===== src/sv/skrank_pkg.sv =====
// ----------------------------------------------------------------------------
// skrank_pkg
// Request codes and fixed widths shared by the sorted key table and its checker.
// ----------------------------------------------------------------------------
`default_nettype none

package skrank_pkg;

  localparam int unsigned ReqBits  = 2;
  localparam int unsigned LessBits = 8;

  typedef logic [ReqBits-1:0]  req_t;
  typedef logic [LessBits-1:0] less_t;

  localparam req_t ReqInsert = 2'd0;
  localparam req_t ReqMember = 2'd1;
  localparam req_t ReqRank   = 2'd2;
  localparam req_t ReqNone   = 2'd3;

  localparam less_t LessMax = 8'd255;

endpackage

`default_nettype wire


===== src/sv/sorted_key_table_rank.sv =====
// ----------------------------------------------------------------------------
// sorted_key_table_rank
// Sorted table of signed keys held in one memory: insert, membership, rank.
// ----------------------------------------------------------------------------
// Usage:
//   Request channel: drive req_type_i and key_i with start_i high; the item is
//   taken at a clock edge where busy_o is low. busy_o stays high until the
//   result has been shown.
//   Result channel: done_o is high for exactly one cycle with found_o,
//   less_count_o and insert_rejected_o valid. The receiver cannot stall;
//   the result must be taken in that cycle.
//   The key memory (one read, one write port, registered read) is walked
//   linearly from the bottom until a key not less than the request key is
//   found or the stored keys run out. An accepted insert then shifts the
//   tail up one place, from the top down, and writes the key into the gap.
//   The unused request code answers with all zeros in the cycle after accept.
//   Only one item is in flight; the next is taken the cycle after done_o.
//   Reset: the table is empty; memory contents are not cleared, only entries
//   below the fill count are ever read.
// ----------------------------------------------------------------------------
`default_nettype none

module sorted_key_table_rank #(
  parameter int unsigned CAPACITY = 128,
  parameter int unsigned KEY_BITS = 16
) (
  input  wire logic                   clk_i,
  input  wire logic                   rst_ni,
  input  wire logic                   start_i,
  output      logic                   busy_o,
  input  wire skrank_pkg::req_t       req_type_i,
  input  wire logic [KEY_BITS-1:0]    key_i,
  output      logic                   done_o,
  output      logic                   found_o,
  output      skrank_pkg::less_t      less_count_o,
  output      logic                   insert_rejected_o
);

  import skrank_pkg::*;

  localparam int unsigned CW = $clog2(CAPACITY + 1);
  localparam int unsigned AW = $clog2(CAPACITY);
  localparam logic [CW-1:0] CapCount = CW'(CAPACITY);

  localparam logic [2:0] StIdle = 3'd0;
  localparam logic [2:0] StScan = 3'd1;
  localparam logic [2:0] StCmp  = 3'd2;
  localparam logic [2:0] StFin  = 3'd3;
  localparam logic [2:0] StShR  = 3'd4;
  localparam logic [2:0] StShW  = 3'd5;
  localparam logic [2:0] StResp = 3'd6;

  logic [2:0]          state_q, state_d;
  logic [CW-1:0]       count_q, count_d;
  logic [CW-1:0]       idx_q, idx_d;
  logic [CW-1:0]       pos_q, pos_d;
  req_t                req_q, req_d;
  logic [KEY_BITS-1:0] key_q, key_d;
  logic                found_q, found_d;
  logic                rej_q, rej_d;

  logic [KEY_BITS-1:0] mem [CAPACITY];
  logic [KEY_BITS-1:0] rd_q;
  logic                mem_re, mem_we;
  logic [AW-1:0]       mem_raddr, mem_waddr;
  logic [KEY_BITS-1:0] mem_wdata;

  logic [CW-1:0]       idx_dec;
  logic [31:0]         pos_w;

  assign idx_dec = idx_q - CW'(1);

  always_comb begin
    state_d   = state_q;
    count_d   = count_q;
    idx_d     = idx_q;
    pos_d     = pos_q;
    req_d     = req_q;
    key_d     = key_q;
    found_d   = found_q;
    rej_d     = rej_q;
    mem_re    = 1'b0;
    mem_we    = 1'b0;
    mem_raddr = idx_q[AW-1:0];
    mem_waddr = idx_q[AW-1:0];
    mem_wdata = rd_q;

    case (state_q)
      StIdle: begin
        if (start_i) begin
          req_d   = req_type_i;
          key_d   = key_i;
          idx_d   = '0;
          pos_d   = '0;
          found_d = 1'b0;
          rej_d   = 1'b0;
          state_d = (req_type_i == ReqNone) ? StResp : StScan;
        end
      end
      StScan: begin
        if (idx_q == count_q) begin
          pos_d   = idx_q;
          state_d = StFin;
        end else begin
          mem_re  = 1'b1;
          state_d = StCmp;
        end
      end
      StCmp: begin
        if ($signed(rd_q) < $signed(key_q)) begin
          idx_d   = idx_q + CW'(1);
          state_d = StScan;
        end else begin
          pos_d   = idx_q;
          found_d = (rd_q == key_q);
          state_d = StFin;
        end
      end
      StFin: begin
        if (req_q == ReqInsert) begin
          if (count_q == CapCount) begin
            rej_d   = 1'b1;
            state_d = StResp;
          end else begin
            idx_d   = count_q;
            state_d = StShR;
          end
        end else begin
          state_d = StResp;
        end
      end
      StShR: begin
        if (idx_q == pos_q) begin
          mem_we    = 1'b1;
          mem_wdata = key_q;
          count_d   = count_q + CW'(1);
          state_d   = StResp;
        end else begin
          mem_re    = 1'b1;
          mem_raddr = idx_dec[AW-1:0];
          state_d   = StShW;
        end
      end
      StShW: begin
        mem_we  = 1'b1;
        idx_d   = idx_dec;
        state_d = StShR;
      end
      StResp: begin
        state_d = StIdle;
      end
      default: begin
        state_d = StIdle;
      end
    endcase
  end

  always_ff @(posedge clk_i or negedge rst_ni) begin
    if (!rst_ni) begin
      state_q <= StIdle;
      count_q <= '0;
    end else begin
      state_q <= state_d;
      count_q <= count_d;
    end
  end

  always_ff @(posedge clk_i) begin
    idx_q   <= idx_d;
    pos_q   <= pos_d;
    req_q   <= req_d;
    key_q   <= key_d;
    found_q <= found_d;
    rej_q   <= rej_d;
  end

  always_ff @(posedge clk_i) begin
    if (mem_we) begin
      mem[mem_waddr] <= mem_wdata;
    end
    if (mem_re) begin
      rd_q <= mem[mem_raddr];
    end
  end

  assign pos_w = 32'(pos_q);

  assign busy_o            = (state_q != StIdle);
  assign done_o            = (state_q == StResp);
  assign found_o           = found_q;
  assign less_count_o      = (pos_w > 32'(LessMax)) ? LessMax : pos_w[LessBits-1:0];
  assign insert_rejected_o = rej_q;

endmodule

`default_nettype wire


===== config.mk =====
export PLATFORM = sky130hd
export DESIGN_NAME = sorted_key_table_rank
export DESIGN_NICKNAME = d
export VERILOG_FILES = /design/src/sv/skrank_pkg.sv /design/src/sv/sorted_key_table_rank.sv
export SDC_FILE = /design/constraint.sdc
export NUM_CORES = 2
export LEC_CHECK = 0
export BUFFER_PORTS_ARGS = -buffer_cell sky130_fd_sc_hd__buf_2
export CAP_MARGIN = 20
export CORE_ASPECT_RATIO = 2
export CORE_UTILIZATION = 50
export DETAILED_ROUTE_END_ITERATION = 8
export MAX_ROUTING_LAYER = met4
export PLACE_DENSITY = 0.74
export SETUP_SLACK_MARGIN = 0.5
export SLEW_MARGIN = 25
export SYNTH_ARGS = -nofsm -noshare
export SYNTH_HDL_FRONTEND = slang
export SYNTH_SLANG_ARGS = --single-unit

===== constraint.sdc =====
create_clock -name clk_i -period 17 [get_ports clk_i]
set_input_delay 0.85 -clock clk_i [delete_from_list [all_inputs] [get_ports clk_i]]
set_output_delay 0.85 -clock clk_i [all_outputs]
set_load 0.01 [all_outputs]

[After elaboration in Yosys (flattened, before gate mapping)]
Memory sizes are Yosys's and may differ from the RTL's. A register that Yosys moved wholly into a read port is not among the register bits.
Cells that the tools add are included.
Storage, ports and cells
  flip-flop bits (word level): 47
  word-level logic and storage cells: 79
  memories kept: 1
  memory bits (writable): 2048
Memories
  mem: depth 128, width 16, read ports 1, clocked after Yosys merged registers in 1, wr ports 1, line sorted_key_table_rank.sv:62  | logic [KEY_BITS-1:0] mem [CAPACITY];
Operators by class
  $add $sub $neg: 3
  reduce and logical (&&, ||, !) cells: 13
  eq/ne operators: 18
  muxes and demuxes: 34
  $lt $le $gt $ge: 2
Operators with widths (count)
  2-to-1 mux 8 bit: 7
  2-to-1 mux 16 bit: 2
  case mux 8 bit (4 select lines): 1
  case mux 8 bit (3 select lines): 1
  case mux 3 bit (6 select lines): 1
  adder 8 x 1 -> 8 bit (second input constant): 2
  == test 16 bit: 1
  == test 8 bit: 2
  < comparator 16 bit: 1
  2-to-1 mux 7 bit: 2
  != test 2 bit (second input constant): 7
  2-to-1 mux 1 bit: 10
  == test 3 bit (second input constant): 3
  2-to-1 mux 3 bit: 3
  == test 8 bit (second input constant): 1
  > comparator 8 bit (second input constant): 1
  case mux 1 bit (2 select lines): 4
  AND reduction 4 bit: 2
  subtractor 8 x 1 -> 8 bit (second input constant): 1
  == test 3 x 2 -> 1 bit (second input constant): 2
  2-to-1 mux 2 bit: 3
  nonzero test 3 bit: 2
  AND reduction 5 bit: 1
  AND reduction 2 bit: 2
  other kinds (7): 8

[Logic depth before layout (Yosys ltp)]
  word-level depth: 5
  mapped depth: 16
  gate-level depth less buffers: 12

[Least setup slack after synthesis]
OpenSTA, ideal clock, no wires.
  path type: reg-to-reg
  start: reg idx_q[5]
  end: mem mem[0][15], data pin
  slack: 9.386 ns
  data required time: 15.803 ns
  buffers on the path: 2
  data arrival time: 6.417 ns
  clock period less this slack: 7.614 ns
  library setup time: 1.197 ns
  cell stages (with the launch flop): 8
  path through: edfxtp_1 > buf_4 > xnor2_1 > nand4_1 > nor2_1 > nand2_1 > clkbuf_1 > o21ai_0
Between the ends
  cells in the longest elaborated chain, start to end: 3
RTL lines
  start: declaration: line sorted_key_table_rank.sv:55  | logic [CW-1:0] idx_q, idx_d;
  start signal: assignment: line sorted_key_table_rank.sv:169  | idx_q <= idx_d;
  == test 8 bit: line sorted_key_table_rank.sv:133  | if (idx_q == pos_q) begin
  2-to-1 mux 16 bit: line sorted_key_table_rank.sv:133
  2-to-1 mux 16 bit: line sorted_key_table_rank.sv:88  | case (state_q)
  named net mem_wdata[15]: line sorted_key_table_rank.sv:66  | logic [KEY_BITS-1:0] mem_wdata;
  end: declaration: line sorted_key_table_rank.sv:62
The timed path passes the listed nets, and every way through them passes these cells.

[Final worst setup path]
  start: reg idx_q[1]
  end: reg rd_q[5] (read register of mem), data pin
Between the ends
  cells in the longest elaborated chain, start to end: 3
  elaborated cells between the ends (all ways): 8
RTL lines
  subtractor 8 x 1 -> 8 bit (tied with other cells): line sorted_key_table_rank.sv:71  | assign idx_dec = idx_q - CW'(1);
  2-to-1 mux 7 bit (tied with other cells): line sorted_key_table_rank.sv:133
  2-to-1 mux 7 bit or case mux 1 bit (2 select lines) (tied branches): line sorted_key_table_rank.sv:88
  end: declaration: line sorted_key_table_rank.sv:63  | logic [KEY_BITS-1:0] rd_q;
Several ways; a longest one is shown, not always the timed one.
A chain may end at the register's enable or synchronous reset.

==> impl_results.md <==
* # DRC at 4
* Post-layout worst setup margin at 9.59 ns
* Crit share post-route at 43.6%
* Vias at 53,000
* Met1 Usage GRT at 32.1%
* H-tree levels at 4
* Synth Cell Area at 83,100 µm²
* P per Cell Area at 195 nW/µm²
* P_int at 0.0105 W
* Number of nets with antenna violations after routing at 0
* Most Frequent Cell on Critical Path: nand4_1
* Multi-input logic area at 18,500 µm²
* P_sw at 0.00752 W
* Yosys warning total at 0
* Crit-path max FO at 115
* CP Data Required Time at 17.55 ns
* Grt ovf at 0
* Outcome: complete, but fails checks
* Hold Path Class: primary input to flip-flop
* Max frequency at 135 MHz
* Top_reg_cell synth: edfxtp_1
* Gpl congestion at 1.00
* Hold_sp: key_i[11]
* DR vias/cell at 6.47
* Synth Register Bits at 2,111
* Detailed placement HPWL at 160,000 µm
* Largest net degree at the start of global routing at 146
* WP data arrival at 7.97 ns
* Initial DRT Pass Iterations at 9
* Fin cells at 8,194
* # setup viols final at 0
* Die height at 579 µm
* Synth cell count leaders: edfxtp_1, nand2_1, nand3_1, mux2i_1, nor2_1
* Setup Skew at 0.0471 ns
* Crit-path cells: xnor2_1, nand4_1, o211ai_1, a21boi_4, buf_4, buf_12, buf_4, buf_4, mux2i_1, a32oi_1, nand4_1, nand4_1, nor4_1, nand4_1
* Cell with the most instances after synthesis: edfxtp_1
* Top cells by area, synth: edfxtp_1, nand2_1, mux2i_1
* Clock latency at the later pin of the worst-skew pair at 0.84 ns
* Worst vdd ir at 0.000204 V
* Die Area at 168,000 µm²
* Sw Share at 41.8%
* Chip width at 290 µm
* Met2 usage at 52.0%
* RR Startpoint: idx_q[1]
* Row cnt at 211
* CP endpoint kind: flip-flop
* Count of different cell masters after synthesis at 66
* Total GRT Usage at 31.4%
* Inst Count DP at 7,878
* Drt initial violations at 7,595
* Max Buffers Root-to-Sink at 4
* Register area share after synthesis at 76.2%
* CTS Buf Count at 172
* Sink Count at 2,111
* Clock power frac at 21.9%
* Layout cells sized above 1 at 10.4%
* Cell accounting for the most synthesized area: edfxtp_1
* Antenna violations before repair at 8
* Crit path launch type: flip-flop
* Core area at 165,000 µm²
* Post-DP Area at 86,700 µm²
* Maxcap violations at 0
* First-pass GRT wire length at 365,000 µm
* Register area at 63,300 µm²
* Post-synth EDFFs at 2,100
* Routed WL at 258,000 µm
* CTS tree: done
* Mapped Nets at 5,855
* Worst Tran Pin Value at 1.17 ns
* Final hold vios at 0
* Post-Synthesis Cells at 5,814
* Asr flop ratio synth at 0.521%
* Dpl ws at 9.86 ns
* Relative slew slack at 21.6%
* Comb pwr share at 40.5%
* Area Overhead vs Synth at 11.0%
* Kind of critical path: flip-flop to flip-flop
* Critical path's slowest cell: nor4_1
* Mean Syn Cell Area at 14.3 µm²
* RSZ-0062 raised after global routing: false
* Final Max Slew Viols at 0
* Vias in the first global route at 52,000
* Final #Nets at 5,968
* I/O Buffers at 32
* Root buffer cell: clkbuf_16
* Fin area at 92,300 µm²
* Critical path's largest stage delay at 0.92 ns
* IO Pins at 33
* Leak pwr at 30.6 nW
* Failing checks: design-rule violations
* Fillers at 12,500
* Flop pwr share at 37.6%
* Minimum clock period at 7.41 ns
* Clock transition at path regs at 0.07 ns
* Initial Util at 50.3%
* Global Route met3 Usage at 4.82%
* Fin Setup TNS at 0 ns
* Area share of the largest cell type after synthesis at 75.8%
* Worst setup path start: idx_q[1]
* Grt peak-use layer: met2
* WL/cell at 31.5 µm
==> area by class of cell <==
class	instances	share of cell area (%)
multi-input combinational	3324	20.1
inverter	28	0.114
timing repair buffer	290	2.41
antenna	4	0.0108
tap	2130	2.89
sequential	2111	68.6
clock inverter	93	0.955
clock buffer	214	4.88
==> logic make-up after synthesis <==
group	count (synthesis)	share of synthesized area (%)
compound gates	556	4.71
xor+xnor	42	0.488
fa+ha+maj	20	0.301
buf+inv	379	2.04
flops	2111	76.2
mux	268	3.71
simple gates	2438	12.6
==> timing repair <==
action,CTS,global route
endpoints found under the hold margin,11,0
hold buffers,1,0
gates resized for setup,0,0
setup buffers,0,0
==> state kept, by name, indices dropped and copies added, names as in the netlist <==
signal             count
mem                 2048
req_q                  2
count_q                8
idx_q                  8
insert_rejected_o      1
pos_q                  8
state_q                3
rd_q                  16
key_q                 16
found_o                1
==> path summary, 6_finish.rpt <==
| kind | endpoint | slack (ns) | cells after the start |
|---|---|---|---|
| max in group asynchronous | count_q[2] | 16.30 | 2 |
| min in group asynchronous | count_q[5] | 0.48 | 2 |
| max | rd_q[5] | 9.59 | 14 |
| min | key_q[11] | 0.23 | 1 |
| min reg2reg | count_q[7] | 0.60 | 1 |
| max reg2reg | rd_q[5] | 9.59 | 14 |
==> power groups by stage <==
stage / Combinational (W) / Sequential, W / Clock [W]
3_5_place_dp: 0.00697 / 0.00687 / 0
5_1_grt: 0.00751 / 0.00676 / 0.00413
6_report: 0.00729 / 0.00676 / 0.00395
3_3_place_gp: 0.00684 / 0.00686 / 0
2_1_floorplan: 0.00419 / 0.00706 / 0
4_1_cts: 0.00701 / 0.00675 / 0.00395
==> metrics by stage <==
stage,utilization [%],power (W),hold slack [ns]
finish,55.8,0.0180,0.226
global route,55.8,0.0184,0.218
CTS,55.8,0.0177,0.195
detailed placement,52.5,0.0138,0.588
global placement,52.4,0.0137,0.580
floorplan,-,0.0112,0.496
==> critical path, delay by kind of cell, from the launching register on <==
| kind | cells | cell delay (ns) |
|---|---|---|
| AOI/OAI and AO/OA | 3 | 0.92 |
| xor gates and xnor gates | 1 | 0.22 |
| buffers and inverters | 4 | 2.59 |
| DFF | 1 | 0.76 |
| muxes | 1 | 0.28 |
| and+or+nand+nor | 5 | 2.07 |
==> routing by layer <==
metal / part of all wire (%) / vias to the layer above
li1: - / 22100
met5: 0 / -
met2: 49 / 3627
met3: 9.1 / 1077
met1: 30 / 26300
met4: 11 / 0
==> cells in the final DEF, fill, tap and decap left out, types with 5 or more instances in the layout <==
cell type,n
edfxtp_1,2100
nand2_1,1528
nand3_1,423
buf_4,245
mux2i_1,233
a32oi_1,188
nand4_1,185
clkbuf_16,174
nor2_1,168
a21oi_1,123
a31oi_1,102
clkbuf_1,40
nor4_1,39
clkinv_1,35
mux4_2,32
buf_2,32
o21ai_0,28
inv_1,27
clkinv_2,26
xnor2_1,22
ha_1,20
o211ai_1,17
o21ai_4,17
nor2_2,17
and3_1,16
a221oi_1,15
bufinv_16,15
o22ai_1,14
xor2_1,12
nor2_4,12
nor3_1,11
dfrtp_1,11
o2111ai_1,8
and2_1,7
o21a_1,7
a311oi_1,7
clkinvlp_4,7
xnor2_2,5
inv_6,5
Power figures use the tool's default switching activity.
